===== src/hdl/tace_pkg.sv =====
package tace_pkg;

  // Default sizes for the top-level parameters.
  localparam int REGISTER_COUNT_DEF = 8;
  localparam int PC_WIDTH_DEF       = 16;

  // Instruction word layout.
  localparam int WORD_W  = 32;
  localparam int OP_LSB  = 26;
  localparam int RS_LSB  = 21;
  localparam int RT_LSB  = 16;
  localparam int FLD_W   = 5;
  localparam int IMM_W   = 16;

  // Opcodes.
  localparam logic [5:0] OP_NOOP = 6'd0;
  localparam logic [5:0] OP_ALU  = 6'd1;
  localparam logic [5:0] OP_ADDI = 6'd2;
  localparam logic [5:0] OP_ANDI = 6'd3;
  localparam logic [5:0] OP_HALT = 6'd4;

  // ALU function codes.
  localparam logic [5:0] FN_ADD = 6'd0;
  localparam logic [5:0] FN_SUB = 6'd1;
  localparam logic [5:0] FN_AND = 6'd2;
  localparam logic [5:0] FN_OR  = 6'd3;
  localparam logic [5:0] FN_XOR = 6'd4;

  // Result status codes.
  localparam logic [2:0] ST_OK      = 3'd0;
  localparam logic [2:0] ST_HALT    = 3'd1;
  localparam logic [2:0] ST_STOPPED = 3'd2;
  localparam logic [2:0] ST_BAD_OP  = 3'd3;
  localparam logic [2:0] ST_BAD_FN  = 3'd4;
  localparam logic [2:0] ST_BAD_REG = 3'd5;

  typedef logic [WORD_W-1:0] word_t;

  // Outcome of executing one instruction, from the execute logic to the pipeline control.
  typedef struct packed {
    logic [2:0]       status;
    logic [FLD_W-1:0] dest;
    logic             written;
    word_t            value;
    logic             pc_inc;
    logic             count;
    logic             stop;
  } exec_res_t;

endpackage


===== src/hdl/tace_ram.sv =====
module tace_ram #(
  parameter int DATA_W = 32,
  parameter int DEPTH  = 8
) (
  input  logic                     clk,
  input  logic                     wr_en,
  input  logic [$clog2(DEPTH)-1:0] wr_addr,
  input  logic [DATA_W-1:0]        wr_data,
  input  logic                     rd_en,
  input  logic [$clog2(DEPTH)-1:0] rd_addr,
  output logic [DATA_W-1:0]        rd_data
);

  logic [DATA_W-1:0] mem [DEPTH];
  logic [DATA_W-1:0] rd_data_r;

  // One write port and one registered read port.
  always_ff @(posedge clk) begin
    if (wr_en) begin
      mem[wr_addr] <= wr_data;
    end
    if (rd_en) begin
      rd_data_r <= mem[rd_addr];
    end
  end

  assign rd_data = rd_data_r;

endmodule


===== src/hdl/tace_regfile.sv =====
module tace_regfile #(
  parameter int REG_COUNT = 8
) (
  input  logic                         clk,
  input  logic                         rst_n,
  input  logic                         rd_en,
  input  logic [$clog2(REG_COUNT)-1:0] rd_addr_a,
  input  logic [$clog2(REG_COUNT)-1:0] rd_addr_b,
  input  logic                         wr_en,
  input  logic [$clog2(REG_COUNT)-1:0] wr_addr,
  input  tace_pkg::word_t              wr_data,
  output tace_pkg::word_t              rd_data_a,
  output tace_pkg::word_t              rd_data_b
);

  import tace_pkg::*;

  localparam int IDX_W = $clog2(REG_COUNT);

  logic [REG_COUNT-1:0] valid_r;
  logic [IDX_W-1:0]     addr_a_r;
  logic [IDX_W-1:0]     addr_b_r;
  logic                 wb_valid_r;
  logic [IDX_W-1:0]     wb_addr_r;
  word_t                wb_data_r;
  word_t                q_a;
  word_t                q_b;

  // Two copies of the register file give the two read ports.
  tace_ram #(.DATA_W(WORD_W), .DEPTH(REG_COUNT)) u_ram_a (
    .clk     (clk),
    .wr_en   (wr_en),
    .wr_addr (wr_addr),
    .wr_data (wr_data),
    .rd_en   (rd_en),
    .rd_addr (rd_addr_a),
    .rd_data (q_a)
  );

  tace_ram #(.DATA_W(WORD_W), .DEPTH(REG_COUNT)) u_ram_b (
    .clk     (clk),
    .wr_en   (wr_en),
    .wr_addr (wr_addr),
    .wr_data (wr_data),
    .rd_en   (rd_en),
    .rd_addr (rd_addr_b),
    .rd_data (q_b)
  );

  // Written flags: an entry never written since reset reads as zero.
  always_ff @(posedge clk) begin
    if (!rst_n) begin
      valid_r    <= '0;
      wb_valid_r <= 1'b0;
    end else if (wr_en) begin
      valid_r[wr_addr] <= 1'b1;
      wb_valid_r       <= 1'b1;
    end
  end

  // Hold the read addresses and the most recent write for forwarding.
  always_ff @(posedge clk) begin
    if (rd_en) begin
      addr_a_r <= rd_addr_a;
      addr_b_r <= rd_addr_b;
    end
    if (wr_en) begin
      wb_addr_r <= wr_addr;
      wb_data_r <= wr_data;
    end
  end

  // The write landing in the same cycle as a read is not seen by the RAM, so forward it.
  always_comb begin
    if (wb_valid_r && (wb_addr_r == addr_a_r)) begin
      rd_data_a = wb_data_r;
    end else if (valid_r[addr_a_r]) begin
      rd_data_a = q_a;
    end else begin
      rd_data_a = '0;
    end
    if (wb_valid_r && (wb_addr_r == addr_b_r)) begin
      rd_data_b = wb_data_r;
    end else if (valid_r[addr_b_r]) begin
      rd_data_b = q_b;
    end else begin
      rd_data_b = '0;
    end
  end

endmodule


===== src/hdl/tace_exec.sv =====
module tace_exec #(
  parameter int REG_COUNT = 8
) (
  input  tace_pkg::word_t     instr,
  input  logic                stopped,
  input  tace_pkg::word_t     op_a,
  input  tace_pkg::word_t     op_b,
  output tace_pkg::exec_res_t res
);

  import tace_pkg::*;

  localparam logic [FLD_W:0] REG_LIMIT = (FLD_W + 1)'(REG_COUNT);

  logic [5:0]       op;
  logic [5:0]       fn;
  logic [FLD_W-1:0] rs;
  logic [FLD_W-1:0] rt;
  word_t            imm;
  logic             bad_reg;
  word_t            alu_out;

  assign op      = instr[OP_LSB +: 6];
  assign fn      = instr[5:0];
  assign rs      = instr[RS_LSB +: FLD_W];
  assign rt      = instr[RT_LSB +: FLD_W];
  assign imm     = {{(WORD_W - IMM_W){1'b0}}, instr[IMM_W-1:0]};
  assign bad_reg = ({1'b0, rs} >= REG_LIMIT) || ({1'b0, rt} >= REG_LIMIT);

  // Register-register and register-immediate arithmetic.
  always_comb begin
    case (op)
      OP_ALU: begin
        case (fn)
          FN_ADD:  alu_out = op_a + op_b;
          FN_SUB:  alu_out = op_a - op_b;
          FN_AND:  alu_out = op_a & op_b;
          FN_OR:   alu_out = op_a | op_b;
          default: alu_out = op_a ^ op_b;
        endcase
      end
      OP_ADDI: alu_out = op_a + imm;
      default: alu_out = op_a & imm;
    endcase
  end

  // Decode: status, writeback and the effect on the machine state.
  always_comb begin
    res         = '0;
    res.status  = ST_OK;
    res.pc_inc  = 1'b1;
    if (stopped) begin
      res.status = ST_STOPPED;
      res.pc_inc = 1'b0;
    end else begin
      case (op)
        OP_NOOP: begin
          res.count = 1'b1;
        end
        OP_HALT: begin
          res.status = ST_HALT;
          res.count  = 1'b1;
          res.stop   = 1'b1;
        end
        OP_ALU, OP_ADDI, OP_ANDI: begin
          if ((op == OP_ALU) && (fn > FN_XOR)) begin
            res.status = ST_BAD_FN;
            res.stop   = 1'b1;
          end else if (bad_reg) begin
            res.status = ST_BAD_REG;
            res.stop   = 1'b1;
          end else begin
            res.written = 1'b1;
            res.count   = 1'b1;
            res.value   = alu_out;
            res.dest    = (op == OP_ALU) ? rs : rt;
          end
        end
        default: begin
          res.status = ST_BAD_OP;
          res.stop   = 1'b1;
        end
      endcase
    end
  end

endmodule


===== src/hdl/tiny_alu_cpu_execute_unit.sv =====
// Execute unit of a small eight-register CPU.
// The input channel (in_valid, in_ready, in_instruction_word) takes one fetched
// instruction word per item. The result channel (out_valid, out_ready and the
// out_ fields) returns exactly one result item per instruction, in order.
// The register file sits in a RAM with a registered read: an item's operands are
// read in the cycle it is accepted; it executes and writes back as it leaves execute.
// A write that lands while the following item's read is in flight is forwarded.
// out_valid rises once an item has left the execute stage for the output register;
// throughput is one item per cycle while the receiver keeps out_ready high, limited by
// the single write port of the register file.
// The output register lets the next item be accepted while a result waits.
// If the receiver stalls, the item in the execute stage holds and in_ready
// falls once both the execute stage and the output register are full.
// After a HALT or an error, later items get status "already stopped".
// Reset clears the program counter, cycle count, stop flag and the
// written flags of the register file, so all registers read as zero.
module tiny_alu_cpu_execute_unit #(
  parameter int REGISTER_COUNT = tace_pkg::REGISTER_COUNT_DEF,
  parameter int PC_WIDTH       = tace_pkg::PC_WIDTH_DEF
) (
  input  logic               clk,
  input  logic               rst_n,
  input  logic               in_valid,
  output logic               in_ready,
  input  logic [31:0]        in_instruction_word,
  output logic               out_valid,
  input  logic               out_ready,
  output logic [2:0]         out_status,
  output logic [15:0]        out_next_pc,
  output logic [2:0]         out_dest_index,
  output logic               out_dest_written,
  output logic signed [31:0] out_alu_value,
  output logic [31:0]        out_cycle_total
);

  import tace_pkg::*;

  localparam int IDX_W = $clog2(REGISTER_COUNT);

  logic                accept;
  logic                out_free;
  logic                s1_adv;
  logic                s1_valid_r;
  word_t               s1_instr_r;
  logic [PC_WIDTH-1:0] pc_r;
  logic [PC_WIDTH-1:0] pc_nxt;
  logic [31:0]         cycle_r;
  logic [31:0]         cycle_nxt;
  logic                stopped_r;
  word_t               op_a;
  word_t               op_b;
  exec_res_t           res;
  logic                out_valid_r;
  logic [2:0]          out_status_r;
  logic [15:0]         out_next_pc_r;
  logic [2:0]          out_dest_r;
  logic                out_written_r;
  word_t               out_value_r;
  logic [31:0]         out_cycle_r;

  // Handshake: the execute stage moves on whenever the output register is free.
  assign out_free = !out_valid_r || out_ready;
  assign s1_adv   = s1_valid_r && out_free;
  assign in_ready = !s1_valid_r || out_free;
  assign accept   = in_valid && in_ready;

  tace_regfile #(.REG_COUNT(REGISTER_COUNT)) u_regfile (
    .clk       (clk),
    .rst_n     (rst_n),
    .rd_en     (accept),
    .rd_addr_a (in_instruction_word[RS_LSB +: IDX_W]),
    .rd_addr_b (in_instruction_word[RT_LSB +: IDX_W]),
    .wr_en     (s1_adv && res.written),
    .wr_addr   (res.dest[IDX_W-1:0]),
    .wr_data   (res.value),
    .rd_data_a (op_a),
    .rd_data_b (op_b)
  );

  tace_exec #(.REG_COUNT(REGISTER_COUNT)) u_exec (
    .instr   (s1_instr_r),
    .stopped (stopped_r),
    .op_a    (op_a),
    .op_b    (op_b),
    .res     (res)
  );

  // Next machine state for the instruction in the execute stage.
  assign pc_nxt    = pc_r + {{(PC_WIDTH - 1){1'b0}}, res.pc_inc};
  assign cycle_nxt = cycle_r + {31'd0, res.count};

  // Pipeline control and machine state.
  always_ff @(posedge clk) begin
    if (!rst_n) begin
      s1_valid_r  <= 1'b0;
      out_valid_r <= 1'b0;
      pc_r        <= '0;
      cycle_r     <= '0;
      stopped_r   <= 1'b0;
    end else begin
      if (accept) begin
        s1_valid_r <= 1'b1;
      end else if (s1_adv) begin
        s1_valid_r <= 1'b0;
      end
      if (s1_adv) begin
        out_valid_r <= 1'b1;
        pc_r        <= pc_nxt;
        cycle_r     <= cycle_nxt;
        stopped_r   <= stopped_r || res.stop;
      end else if (out_ready) begin
        out_valid_r <= 1'b0;
      end
    end
  end

  // Payload registers.
  always_ff @(posedge clk) begin
    if (accept) begin
      s1_instr_r <= in_instruction_word;
    end
    if (s1_adv) begin
      out_status_r  <= res.status;
      out_next_pc_r <= 16'(pc_nxt);
      out_dest_r    <= res.dest[2:0];
      out_written_r <= res.written;
      out_value_r   <= res.value;
      out_cycle_r   <= cycle_nxt;
    end
  end

  assign out_valid        = out_valid_r;
  assign out_status       = out_status_r;
  assign out_next_pc      = out_next_pc_r;
  assign out_dest_index   = out_dest_r;
  assign out_dest_written = out_written_r;
  assign out_alu_value    = $signed(out_value_r);
  assign out_cycle_total  = out_cycle_r;

endmodule


===== config.mk =====
export PLATFORM = sky130hd
export DESIGN_NAME = tiny_alu_cpu_execute_unit
export DESIGN_NICKNAME = d
export VERILOG_FILES = /design/src/hdl/tace_pkg.sv /design/src/hdl/tace_ram.sv /design/src/hdl/tace_regfile.sv /design/src/hdl/tace_exec.sv /design/src/hdl/tiny_alu_cpu_execute_unit.sv
export SDC_FILE = /design/constraint.sdc
export NUM_CORES = 1
export LEC_CHECK = 0
export BUFFER_PORTS_ARGS = -buffer_cell sky130_fd_sc_hd__buf_2
export CORE_ASPECT_RATIO = 1.75
export CORE_UTILIZATION = 52
export CTS_CLUSTER_DIAMETER = 30
export DETAILED_ROUTE_END_ITERATION = 10
export GPL_TIMING_DRIVEN = 0
export PLACE_DENSITY = 0.66
export SLEW_MARGIN = 20
export SYNTH_ARGS = -nofsm -noshare
export SYNTH_HDL_FRONTEND = slang
export SYNTH_SLANG_ARGS = --single-unit

===== constraint.sdc =====
create_clock -name clk -period 10.05 [get_ports clk]
set_input_delay 0.5025 -clock clk [delete_from_list [all_inputs] [get_ports clk]]
set_output_delay 0.5025 -clock clk [all_outputs]
set_load 0.02 [all_outputs]

# == Yosys cells after proc, flatten, opt, wreduce, memory -nomap -nowiden ==
# Memories as Yosys holds them, arrays and structs flattened. A register that Yosys moved wholly into a read port is not among the register bits.
# Index checks and enable logic that the tools add are counted.
# word_totals
in_bits,36
regBits,220
n_memories,2
word_cells,99
ram_bits,512
# op_classes
mux,34
addsub,5
order_cmp,7
bitwise,5
n_reduce_logical,19
n_eq_ne,9
# memory_table
memory,depth,word_bits,rd,rd_clocked_by_memory_dff,write_ports,line,text
u_regfile.u_ram_a.mem,8,32,1,1,1,tace_ram.sv:14,logic [DATA_W-1:0] mem [DEPTH];
u_regfile.u_ram_b.mem,8,32,1,1,1,tace_ram.sv:14,
# ops
op,n
$mux W36,4
$mux W32,4
$pmux W32 S4,1
$pmux W32 S2,1
$add A32 B1 Y32,1
$add A32 B16 Y32,1
$add A32 B32 Y32,1
$and A32 B16 Y32,1
$and A32 B32 Y32,1
$or A32 B32 Y32,1
$sub A32 B32 Y32,1
$xor A32 B32 Y32,1
$eq A6 B2 Y1 const B,4
$add A16 B1 Y16,1
$mux W1,14
$eq A6 B1 Y1 const B,2
$logic_not A6 Y1,2
$lt A3 B4 Y1 const B,3
$ge A5 B4 Y1 const B,2
$mux W3,3
$pmux W3 S3,1
$or A8 B8 Y8,1
$logic_and A1 B1 Y1,7
$bmux W1 S3,2
other kinds (12),19

# == Logic depth before layout (Yosys ltp) ==
# Gate-level depths: netlist of run 1.
# depth
word_depth,16
ltp_mapped,25
mapped_depth_nobuf,23

# == Cells and area by module ==
# From an unflattened synthesis of run 1, not the netlist that was laid out.
# unflattened
cells_unflattened,2523
area_unflattened_um2,37511.0
# modules_own_cells
mod,instances,area_each_um2,cells_per_inst
tace_ram,2,10786.6,415
tiny_alu_cpu_execute_unit,1,6770.2,524
tace_exec,1,6077.1,910
tace_regfile,1,3090.5,259

# == Worst setup path before layout of run 1 ==
# OpenSTA, ideal clock, no wires.
# synth_timing
path_kind,register -> register
startpoint,reg s1_instr_r[0]
endpoint,mem u_regfile.u_ram_b.mem[0][0] (enable)
stages_incl_launch_ff,10
path_buffers,2
setup_slack_ps,3631
t_arrival_ps,5955
synth_period_minus_slack_ps,6419
setup_time_ps,464
required_ps,9586
cell_sequence,edfxtp_1 clkbuf_1 o21ai_0 nor4b_1 a21oi_1 or4_1 clkbuf_1 nor2_1 nand2_1 nor3_1
# synth_between
elab_chain_cells,8
# synth_lines
item,line,text
start: declaration,tiny_alu_cpu_execute_unit.sv:44,word_t s1_instr_r;
start signal: assignment,tiny_alu_cpu_execute_unit.sv:120,s1_instr_r <= in_instruction_word;
$gt A6 B3 Y1,tace_exec.sv:66,if ((op == OP_ALU) && (fn > FN_XOR)) begin
$logic_and A1 B1 Y1,tace_exec.sv:66,
$mux W36,tace_exec.sv:66,
$mux W36,tace_exec.sv:56,case (op)
$mux W36,tace_exec.sv:52,if (stopped) begin
$logic_and A1 B1 Y1,tiny_alu_cpu_execute_unit.sv:73,".wr_en (s1_adv && res.written),"
via u_regfile.u_ram_a.wr_en,tace_ram.sv:6,"input logic wr_en,"
$mux W1,tace_ram.sv:19,if (wr_en) begin
$mux W1 (implied by the code),tace_ram.sv:20,mem[wr_addr] <= wr_data;
end: declaration,tace_ram.sv:14,
# The timed path passes the listed nets, and every way through them passes these cells.

==> results of run 1 <==
[cell usage in the layout (no fill, tap or decap), types with 8 or more instances in the layout]
cell type	n
clkbuf_16	77
a21boi_0	15
inv_1	80
and3_1	19
nand4_1	14
a221oi_1	11
buf_1	19
clkbuf_1	78
nand2b_1	17
o22ai_1	19
o21a_1	17
o211ai_1	31
and2_1	44
clkinv_4	9
nor2_4	8
a22o_1	16
mux4_2	130
dfxtp_1	60
mux2i_1	17
o21ai_0	73
buf_4	9
ha_1	113
nand2_1	127
xnor2_1	122
nor4_1	11
or3_1	17
xor2_1	49
nand3_1	26
edfxtp_1	474
a21oi_1	75
buf_2	128
inv_6	14
nor3_1	17
nor2_1	80
a211oi_1	13
mux2_2	68
clkinv_8	8
a22oi_1	52
a21o_1	17
[flip-flops by register name (all words and copies together), names as in the netlist]
name / count
cycle_r: 32
out_alu_value: 32
out_cycle_total: 32
out_dest_index: 3
out_dest_written: 1
out_next_pc: 16
out_status: 3
out_valid: 1
pc_r: 16
s1_instr_r: 32
s1_valid_r: 1
stopped_r: 1
u_regfile.u_ram_a.rd_data: 32
u_regfile.u_ram_b.mem: 256
u_regfile.u_ram_b.rd_data: 32
u_regfile.valid_r: 8
u_regfile.wb_addr_r: 3
u_regfile.wb_data_r: 32
u_regfile.wb_valid_r: 1
[layout make-up]
cell class                 instances  area, um2  area share (%)
inverter                          81      304.0          0.9371
buffer                           103      416.7           1.284
multi-input combinational       1317      11710           36.10
sequential                       534      15430           47.57
timing repair buffer             149       1035           3.189
clock buffer                      79       1934           5.962
tap                              678      848.3           2.615
clock inverter                    61      758.2           2.337
antenna                            1      2.502        0.007712
[worst register-to-register path: cells and delay by family (launching register included)]
family,cells,cell delay (ns)
buffers and inverters,5,2.42
AND/OR/NAND/NOR,1,0.27
flip-flops,1,0.35
AO/OA/AOI/OAI,11,3.52
XOR/XNOR,3,0.61
adder cells (fa/ha/maj),1,0.36
multiplexers,1,0.10
[logic make-up after synthesis]
logic type / synth area share, %
AOI/OAI and AO/OA: 9.625
xor gates and xnor gates: 5.391
adders and majority gates: 5.234
DFF: 55.56
and+or+nand+nor: 7.706
buffers and inverters: 2.576
muxes: 13.91
[where the power goes]
| part | switching [W] | total [W] | internal, W | leakage, nW |
|---|---|---|---|---|
| Clock | 0.00113 | 0.00273 | 0.00161 | 1.30 |
| Sequential | 0.0000154 | 0.00244 | 0.00243 | 5.32 |
| Combinational | 0.000142 | 0.000208 | 0.0000667 | 5.71 |
| Total | 0.00128 | 0.00538 | 0.00410 | 12.3 |
[per-stage QoR]
| step | setup slack, ns | std cells | area (um2) |
|---|---|---|---|
| after floorplan | 3.631 | 2035 | 27780 |
| after global placement | -0.8934 | 2836 | 29240 |
| after detailed placement | 2.209 | 2862 | 29750 |
| after CTS | 2.156 | 3002 | 32440 |
| after global routing | 1.814 | 3002 | 32440 |
| final | 2.051 | 3003 | 32450 |
[per-layer routing]
layer,GRT usage (%),part of all wire [%]
met2,55.49,54
met1,33.20,36
met5,0,0
met3,4.222,4.8
met4,15.90,4.9
[worst paths after layout]
check                          start                      end  slack [ns]  cells past startpoint
min          in_instruction_word[13]           s1_instr_r[13]        0.05                      1
max reg2reg           s1_instr_r[17]  u_regfile.wb_data_r[28]        2.05                     22
max                   s1_instr_r[17]  u_regfile.wb_data_r[28]        2.05                     22
min reg2reg               cycle_r[0]               cycle_r[0]        0.48                      2
==> results.txt, run 1 <==
----------------------------------------------------
[Die]
  Number of rows in the core area ... 111
  Effective utilization at floorplan ... 52.78%
  Die Span X ... 176.7 um
  Die H ... 307.8 um
  Core footprint ... 52640 um2
  Area of the die ... 54390 um2
  I/O pin cnt ... 125

[Worst setup path]
  Number of buffer and inverter instances along the worst setup path ... 5
  Critical Path Most Common Cell ... clkbuf_1
  Critical Path End Type ... flip-flop
  Arrival time of the worst setup path ... 8.26 ns
  CP max stage delay ... 0.85 ns
  Library cell contributing the largest single delay on the critical path ... o22ai_1
  Worst-path cell chain ... buf_2 -> xnor2_1 -> and4_1 -> clkbuf_1 -> clkbuf_1 -> clkbuf_1 -> clkbuf_1 -> a22oi_1 -> xnor2_1 -> ha_1 -> o211ai_1 -> a21oi_1 -> o211a_1 -> o21ai_0 -> a21oi_1 -> o21ai_0 -> a21oi_1 -> o221ai_1 -> xor2_1 -> o21ai_0 -> mux2i_1 -> o22ai_1
  Element type at the critical path start ... flip-flop
  Top cell family by delay on the critical path ... compound AO/OA/AOI/OAI gates
  Worst-path maximum fanout ... 10
  Critical Path RT ... 10.31 ns
  Critical setup path kind ... reg2reg

[Global route]
  Global Route Usage Sum ... 30.16%
  Pin count of the biggest net entering global routing ... 47
  Global route overflow ... 0
  Initial antenna violation count ... 1
  Global-route wire length before repair ... 118.5 mm
  Number of global-route vias before repair ... 19400

[Synth]
  Synth Net Count ... 2186
  Post-Synthesis Cell Area ... 27780 um2
  Flops & latches, synth ... 534
  Commonest register cell after synthesis ... edfxtp_1
  Fraction of registers with async set or reset after synthesis ... 0%
  Number of instances in the synthesized netlist ... 2035
  Top cells by area, synth ... edfxtp_1, mux4_2, ha_1
  Synthesized area divided by synthesized cell count ... 13.65 um2
  Cell with the most instances after synthesis ... edfxtp_1
  Cell accounting for the most synthesized area ... edfxtp_1
  Sequential-to-total area share from yosys stat ... 55.56%
  Netlist cell types ... 83
  Area share of the largest cell type after synthesis ... 51.24%
  Number of synthesized flops with an enable pin ... 474
  Ranking of synthesized cells by instance count ... edfxtp_1, mux4_2, nand2_1
  Synth warnings ... 0

[STA]
  Total of endpoints with negative setup slack in the final report ... 0
  Shortest clock period the worst path allows after layout ... 7.999 ns
  Setup repair after global routing missed its margin ... no
  Final count of hold timing violations ... 0
  Relative slew slack ... 17.11%
  Setup tns final ... 0 ns
  Highest Clock Rate ... 0.1250 GHz
  Worst-case clock skew ... 0.03322 ns
  Measured slew at the worst slew-check pin ... 1.243 ns
  Fin Hold WS ... 0.04597 ns
  Final cycle utilization of the critical path ... 79.59%
  Final number of max-transition violations ... 0

[CTS]
  Cts bufs inserted ... 76
  CTS sink count ... 534
  Clock insertion delay at the later pin of the skew report ... 0.64 ns
  Clock edge transition at the registers on the reported setup and hold paths ... 0.06 ns
  Cts repair resizes ... 0
  Number of setup buffers added after CTS ... 0
  Hold buffers post-CTS ... 0
  Buffer depth of the longest clock path ... 3
  CTS tree ... yes
  Max H-tree Level ... 3
  CTS Root Cell ... clkbuf_16

[Detailed routing]
  Sum of routed wire length over all layers ... 79.83 mm
  Initial DRC count ... 1409
  Via density per instance ... 6.146
  Number of iterations in the first detailed-routing pass ... 5
  Mean routed wirelength per cell ... 26.58 um
  DRC errors left ... 0
  Detail Route Antenna Nets ... 0
  Vias post-DR ... 18456

[Pwr]
  Static Leak ... 12.33 nW
  Worst ir drop on vdd ... 156.0 uV
  Overall Power ... 0.005383 W
  Total power divided by cell area ... 165.9 nW/um2

[Finish]
  Post-route core utilization ... 61.64%
  Fillers ... 3988
  Fraction of layout cells with a size suffix above 1 ... 22.81%
  Final layout net count ... 2413
  Layout overhead on the synthesized area ... 16.79%

[Worst hold path]
  Classification of the worst-slack hold path ... in2reg

[Place]
  Detailed placer's ending HPWL ... 59.51 mm
  Routability congestion estimate ... 0.9477
  Count of buffers inserted at the top-level ports ... 123

[Job]
  Max_cap viols ... 0

[Outcome]
  Status ... finished clean

----------------------------------------------------
(Power assumes the default switching activity.)
==> inputs of run 2 (changes only) <==
Settings changed: ABC_AREA set to 1.
Clock period 10.05 ns to 7.9 ns, I/O delays scaled along.
==> results.txt, run 2 <==
----------------------------------------------------
[STA]
  PnR worst setup slack ... 0.7641 ns (-1.287 ns)
  Final cycle utilization of the critical path ... 90.33% (+11 points)
  Final count of hold timing violations ... 0 (unchanged)
  Final number of max-transition violations ... 0 (unchanged)
  Total of endpoints with negative setup slack in the final report ... 0 (unchanged)
  Relative slew slack ... 23.39% (+6.3 points)
  Setup repair after global routing missed its margin ... no
  Worst-case clock skew ... 0.02473 ns (-0.008495 ns)
  Highest Clock Rate ... 0.1401 GHz (+12%)
  Measured slew at the worst slew-check pin ... 1.149 ns (-0.09423 ns)
  Setup tns final ... 0 ns (unchanged)
  Shortest clock period the worst path allows after layout ... 7.136 ns (-0.8633 ns)

[Synth]
  Area share of the largest cell type after synthesis ... 48.88% (-2.4 points)
  Cell accounting for the most synthesized area ... edfxtp_1
  Top cells by area, synth ... edfxtp_1, o21ai_0, nor2_1
  Number of synthesized flops with an enable pin ... 474 (unchanged)
  Synth Net Count ... 3312 (+52%)
  Netlist cell types ... 60 (-28%)
  Fraction of registers with async set or reset after synthesis ... 0% (unchanged)
  Number of instances in the synthesized netlist ... 3161 (+55%)
  Synthesized area divided by synthesized cell count ... 9.212 um2 (-33%)
  Ranking of synthesized cells by instance count ... edfxtp_1, o21ai_0, nor2_1
  Sequential-to-total area share from yosys stat ... 53.01% (-2.6 points)
  Flops & latches, synth ... 534 (unchanged)
  Cell with the most instances after synthesis ... edfxtp_1
  Commonest register cell after synthesis ... edfxtp_1
  Post-Synthesis Cell Area ... 29120 um2 (+4.8%)
  Synth warnings ... 0 (unchanged)

[Die]
  Area of the die ... 56990 um2 (+4.8%)
  I/O pin cnt ... 125 (unchanged)
  Core footprint ... 55340 um2 (+5.1%)
  Effective utilization at floorplan ... 52.62% (-0.16 points)
  Number of rows in the core area ... 114 (+2.7%)
  Die H ... 315.0 um (+2.4%)
  Die Span X ... 180.9 um (+2.4%)

[Finish]
  Fillers ... 4649 (+17%)
  Layout overhead on the synthesized area ... 17.68%
  Fraction of layout cells with a size suffix above 1 ... 12.44% (-10 points)
  Diode insertion count for antenna repair ... 0 (-1)
  Flip-flop count of the largest register after layout ... 256 (unchanged)
  Final Instance Area ... 34270 um2 (+5.6%)
  Register bank with the most flops ... u_regfile.u_ram_b.mem
  Most frequent cells in the layout ... edfxtp_1, o21ai_0, inv_1, nor2_1, nand2_1
  Area of all sequential standard cells ... 15430 um2 (unchanged)
  Final layout net count ... 3564 (+48%)
  Commonest non-fill, non-tap cell in the layout ... edfxtp_1
  Total area of multi-input combinational cells ... 11720 um2 (about the same)

[Global route]
  Global Route Usage Sum ... 34.32% (+4.2 points)
  Initial antenna violation count ... 0 (-1)
  Pin count of the biggest net entering global routing ... 52 (+11%)
  Number of global-route vias before repair ... 25315 (+30%)
  Global route overflow ... 0 (unchanged)
  Global-route wire length before repair ... 144.9 mm (+22%)

[Detailed routing]
  Sum of routed wire length over all layers ... 97.53 mm (+22%)
  Detail Route Antenna Nets ... 0 (unchanged)
  DRC errors left ... 0 (unchanged)
  Vias post-DR ... 24569 (+33%)
  Number of iterations in the first detailed-routing pass ... 6 (+1)
  Initial DRC count ... 1861 (+32%)
  Mean routed wirelength per cell ... 23.35 um (-12%)
  Via density per instance ... 5.882 (-4.3%)

[Worst setup path]
  Element type at the critical path start ... flip-flop
  CP max stage delay ... 0.80 ns (-0.05 ns)
  Critical setup path kind ... reg2reg
  Critical Path Most Common Cell ... nand2_1
  Library cell contributing the largest single delay on the critical path ... a21oi_1
  Number of buffer and inverter instances along the worst setup path ... 5 (unchanged)
  Arrival time of the worst setup path ... 7.41 ns (-0.85 ns)
  Critical Path RT ... 8.17 ns (-2.14 ns)
  Worst-path maximum fanout ... 10 (unchanged)
  Critical Path End Type ... flip-flop
  Top cell family by delay on the critical path ... simple AND/OR/NAND/NOR gates

[Pwr]
  Worst ir drop on vdd ... 186.9 uV (+20%)
  Total power divided by cell area ... 228.9 nW/um2 (+38%)
  Static Leak ... 13.79 nW (+12%)

[Outcome]
  Status ... finished clean

[CTS]
  Cts bufs inserted ... 82 (+7.9%)
  Buffer depth of the longest clock path ... 3 (unchanged)
  Max H-tree Level ... 3 (unchanged)
  Number of setup buffers added after CTS ... 0 (unchanged)
  CTS Root Cell ... clkbuf_16
  Clock insertion delay at the later pin of the skew report ... 0.64 ns (about the same)
  CTS tree ... yes
  Clock edge transition at the registers on the reported setup and hold paths ... 0.06 ns (about the same)
  Hold buffers post-CTS ... 32 (+32)
  CTS sink count ... 534 (unchanged)
  Cts repair resizes ... 0 (unchanged)

[Job]
  Max_cap viols ... 0 (unchanged)

[Place]
  Post-placement cell area ... 31000 um2 (+4.2%)
  Setup slack after placement ... 0.9146 ns (-1.294 ns)
  Count of buffers inserted at the top-level ports ... 124 (+0.81%)
  Detailed placer's ending HPWL ... 74.69 mm (+25%)
  Routability congestion estimate ... 0.9396 (-0.85%)

[Worst hold path]
  Classification of the worst-slack hold path ... in2reg

----------------------------------------------------
run 2: cell count changes in the layout (fill, tap and decap cells not counted), sizes merged, moves of 68 or more:
cell,previous run,this run
mux4,130,0
o21ai,78,406
mux2,68,0
nor2,89,405
nand2,129,383
a21oi,76,286
xnor2,122,2
a31oi,5,105
inv,102,410
run 2: final timing paths:
path | start | endpoint | slack [ns] | cells past startpoint
hold / removal | out_ready | out_valid | 0.07 | 4
setup / recovery | s1_instr_r[4] | u_regfile.wb_data_r[24] | 0.76 | 25
hold reg to reg | u_regfile.valid_r[6] | u_regfile.valid_r[6] | 0.47 | 2
setup reg to reg | s1_instr_r[4] | u_regfile.wb_data_r[24] | 0.76 | 25
run 2: worst reg2reg max path, stage by stage, from the launching register on:
cell	delay [ns]
edfxtp_1	0.42
or3_1	0.43
nor2_2	0.52
inv_2	0.21
nor2_4	0.40
inv_2	0.15
nor2_4	0.29
inv_1	0.32
clkbuf_1	0.47
nand2_1	0.21
xor2_1	0.08
ha_1	0.38
nand2_1	0.06
o21ai_0	0.24
a21oi_1	0.19
o21bai_1	0.35
a21boi_0	0.18
inv_1	0.14
nand2_1	0.06
nand2_1	0.11
nand2_1	0.11
o21ai_0	0.26
nor2_1	0.07
o21ai_0	0.23
nand2_1	0.09
a21oi_1	0.80
run 2: cell families after synthesis:
group                      share of synthesized area (%)
AOI/OAI and AO/OA                                  18.53
and+or+nand+nor                                    13.94
buffers and inverters                              7.274
DFF                                                53.01
adders and majority gates                          4.993
xor gates and xnor gates                           2.256
run 2: final cells by class:
| class | count | area share [%] |
|---|---|---|
| Timing Repair Buffer | 168 | 3.556 |
| Buffer | 156 | 1.932 |
| Multi-Input combinational cell | 2082 | 34.19 |
| Sequential cell | 534 | 45.04 |
| Clock inverter | 58 | 2.099 |
| Inverter | 389 | 4.276 |
| Tap cell | 696 | 2.541 |
| Clock buffer | 94 | 6.364 |
run 2: through the flow:
stage               hold WS, ns  cells  util [%]  total power [W]
floorplan                0.4403   3161         -         0.003825
global placement         0.4504   3981     55.31         0.004105
detailed placement       0.4590   3993     56.01         0.004123
CTS                     0.04538   4177     61.83         0.007864
global route            0.08682   4177     61.92         0.008087
finish                  0.07274   4177     61.92         0.007844
run 2: per-layer routing:
metal  share of wire, %  GRT usage, %  up-vias
met5                  0             0        -
met4                6.5         22.24        0
met3                5.8         4.852      335
met1                 35         34.69    11622
met2                 53         65.29     1106
li1                   -             -    11506
run 2: where the power goes:
part / leakage [nW] / total [W] / internal (W) / switching [W]
registers: 5.60 / 0.00317 / 0.00313 / 0.0000407
logic: 6.79 / 0.000926 / 0.000281 / 0.000645
clock network: 1.40 / 0.00375 / 0.00229 / 0.00146
==> inputs of run 3 (changes only) <==
Settings changed: CORE_MARGIN set to 2, CTS_BUF_LIST set to sky130_fd_sc_hd__clkbuf_2 sky130_fd_sc_hd__clkbuf_4 sky130_fd_sc_hd__clkbuf_8, SKIP_LAST_GASP set to 1.
==> results.txt, run 3 (synthesis gave the netlist of run 2 again) <==
----------------------------------------------------
[Finish]
  Commonest non-fill, non-tap cell in the layout ... edfxtp_1
  Post-route core utilization ... 60.54% (-1.4 points)
  Total area of multi-input combinational cells ... 11710 um2 (about the same)
  Flip-flop count of the largest register after layout ... 256 (unchanged)
  Final layout net count ... 3575 (+0.31%)
  Area of all sequential standard cells ... 15430 um2 (unchanged)
  Final Instance Area ... 33510 um2 (-2.2%)
  Most frequent cells in the layout ... edfxtp_1, o21ai_0, inv_1, nor2_1, nand2_1
  Fillers ... 4762 (+2.4%)
  Register bank with the most flops ... u_regfile.u_ram_b.mem
  Layout overhead on the synthesized area ... 15.07%
  Fraction of layout cells with a size suffix above 1 ... 12.94% (+0.50 points)

[Pwr]
  Comb pwr share ... 13.1% (+1.3 points)
  Clock power frac ... 41.6% (-6.2 points)
  Overall Power ... 0.007006 W (-11%)
  Worst ir drop on vdd ... 174.3 uV (-6.7%)
  Sequential share of power ... 45.2% (+4.8 points)
  Switching power summed over all nets ... 0.001902 W (-11%)
  Static Leak ... 13.49 nW (-2.2%)
  Internal power ... 0.005104 W (-10%)
  Total power divided by cell area ... 209.1 nW/um2 (-8.7%)
  Switching Share ... 27.14% (-0.17 points)

[Place]
  Detailed placer's ending HPWL ... 73.74 mm (-1.3%)
  Count of buffers inserted at the top-level ports ... 124 (unchanged)
  Post-placement cell area ... 30980 um2 (about the same)
  Setup slack after placement ... 0.7710 ns (-0.1436 ns)
  Routability congestion estimate ... 0.9273 (-1.3%)

[CTS]
  Cts bufs inserted ... 91 (+11%)
  CTS Root Cell ... clkbuf_8
  Buffer depth of the longest clock path ... 3 (unchanged)
  Cts repair resizes ... 0 (unchanged)
  Number of setup buffers added after CTS ... 0 (unchanged)
  CTS sink count ... 534 (unchanged)
  Clock insertion delay at the later pin of the skew report ... 0.71 ns (+0.07 ns)
  Clock edge transition at the registers on the reported setup and hold paths ... 0.07 ns (about the same)
  CTS tree ... yes
  Hold buffers post-CTS ... 33 (+3.1%)
  Max H-tree Level ... 3 (unchanged)

[Detailed routing]
  DRC errors left ... 0 (unchanged)
  Detail Route Antenna Nets ... 0 (unchanged)
  Sum of routed wire length over all layers ... 95.87 mm (-1.7%)
  Via density per instance ... 5.833 (-0.84%)
  Number of iterations in the first detailed-routing pass ... 5 (-1)
  Mean routed wirelength per cell ... 22.83 um (-2.2%)
  Initial DRC count ... 2138 (+15%)
  Vias post-DR ... 24491 (-0.32%)

[Worst setup path]
  Arrival time of the worst setup path ... 7.62 ns (+0.21 ns)
  Critical Path Most Common Cell ... nand2_1
  Element type at the critical path start ... flip-flop
  Library cell contributing the largest single delay on the critical path ... a21oi_1
  CP max stage delay ... 0.82 ns (+0.02 ns)
  Critical Path RT ... 8.22 ns (+0.05 ns)
  Critical Path End Type ... flip-flop
  Critical setup path kind ... reg2reg
  Worst-path maximum fanout ... 10 (unchanged)

[STA]
  Final number of max-transition violations ... 0 (unchanged)
  Highest Clock Rate ... 0.1370 GHz (-2.3%)
  Relative slew slack ... 21.47% (-1.9 points)
  Final count of hold timing violations ... 0 (unchanged)
  Setup repair after global routing missed its margin ... no
  Worst-case clock skew ... 0.04090 ns (+0.01617 ns)
  PnR worst setup slack ... 0.5992 ns (-0.1649 ns)
  Final cycle utilization of the critical path ... 92.42% (+2.1 points)
  Measured slew at the worst slew-check pin ... 1.178 ns (+0.02883 ns)
  Total of endpoints with negative setup slack in the final report ... 0 (unchanged)
  Shortest clock period the worst path allows after layout ... 7.301 ns (+0.1649 ns)

[Job]
  Max_cap viols ... 0 (unchanged)

[Global route]
  Global-route wire length before repair ... 141.1 mm (-2.6%)
  Number of global-route vias before repair ... 24825 (-1.9%)
  Fraction of met1 tracks used by global routing ... 33.65% (-1.0 points)
  Pin count of the biggest net entering global routing ... 62 (+19%)
  Global Route Usage Sum ... 32.85% (-1.5 points)
  Global route overflow ... 0 (unchanged)
  Most heavily used metal layer in global routing ... met2
  Met2 Track Usage GR ... 61.85% (-3.4 points)
  Met3 usage ... 5.050% (+0.20 points)
  Initial antenna violation count ... 1 (+1)

[Die]
  Effective utilization at floorplan ... 52.62% (unchanged)
  Die H ... 317.0 um (+0.63%)
  I/O pin cnt ... 125 (unchanged)
  Core footprint ... 55340 um2 (unchanged)
  Die Span X ... 182.9 um (+1.1%)
  Area of the die ... 57980 um2 (+1.7%)
  Number of rows in the core area ... 114 (unchanged)

[Worst hold path]
  Classification of the worst-slack hold path ... in2reg

[Outcome]
  Status ... finished clean

----------------------------------------------------
[run 3: cell count changes in the layout (fill, tap and decap cells not counted), sizes merged]
cell,delta
clkbuf,+19
inv,-11
bufinv,+7
clkinv,+4
buf,+1
diode,+1
dlygate4sd3,+1
[run 3: cell type report]
cell class / count / area share, %
Timing Repair Buffer: 170 / 3.633
Multi-Input combinational cell: 2082 / 34.94
Clock buffer: 113 / 4.287
Buffer: 156 / 1.975
Antenna cell: 1 / 0.007468
Clock inverter: 58 / 2.121
Tap cell: 696 / 2.599
Sequential cell: 534 / 46.06
Inverter: 389 / 4.373
[run 3: worst paths after layout]
path / slack (ns) / depth (start not counted) / end / start
min: 0.08 / 3 / cycle_r[1] / rst_n
max: 0.60 / 25 / u_regfile.wb_data_r[24] / s1_instr_r[4]
max reg2reg: 0.60 / 25 / u_regfile.wb_data_r[24] / s1_instr_r[4]
min reg2reg: 0.47 / 2 / u_regfile.valid_r[6] / u_regfile.valid_r[6]
[run 3: routing by layer]
metal	routed length [um]	share of wire (%)
met5	0	0
met4	6680	7.0
met3	5659	5.9
met2	49820	52
met1	33710	35
[run 3: power groups by stage]
stage | Sequential [W] | Clock, W | Combinational (W)
2_1_floorplan | 0.00325 | 0 | 0.000578
3_3_place_gp | 0.00323 | 0 | 0.000869
3_5_place_dp | 0.00323 | 0 | 0.000889
4_1_cts | 0.00317 | 0.00294 | 0.000906
5_1_grt | 0.00317 | 0.00305 | 0.00101
6_report | 0.00317 | 0.00292 | 0.000921
[run 3: per-stage QoR]
stage / TNS (ns) / cells / hold WS (ns)
detailed placement: 0 / 3994 / 0.4617
CTS: 0 / 4198 / 0.02365
global route: 0 / 4199 / 0.05347
finish: 0 / 4199 / 0.07554
global placement: -3.742 / 3981 / 0.4522
floorplan: 0 / 3161 / 0.4403
[run 3: critical path, delay by kind of cell (launching register included)]
kind / cells / cell delay (ns)
AOI/OAI and AO/OA: 7 / 2.39
xor gates and xnor gates: 1 / 0.08
adders and majority gates: 1 / 0.37
buffers and inverters: 5 / 1.31
DFF: 1 / 0.39
and+or+nand+nor: 11 / 2.36
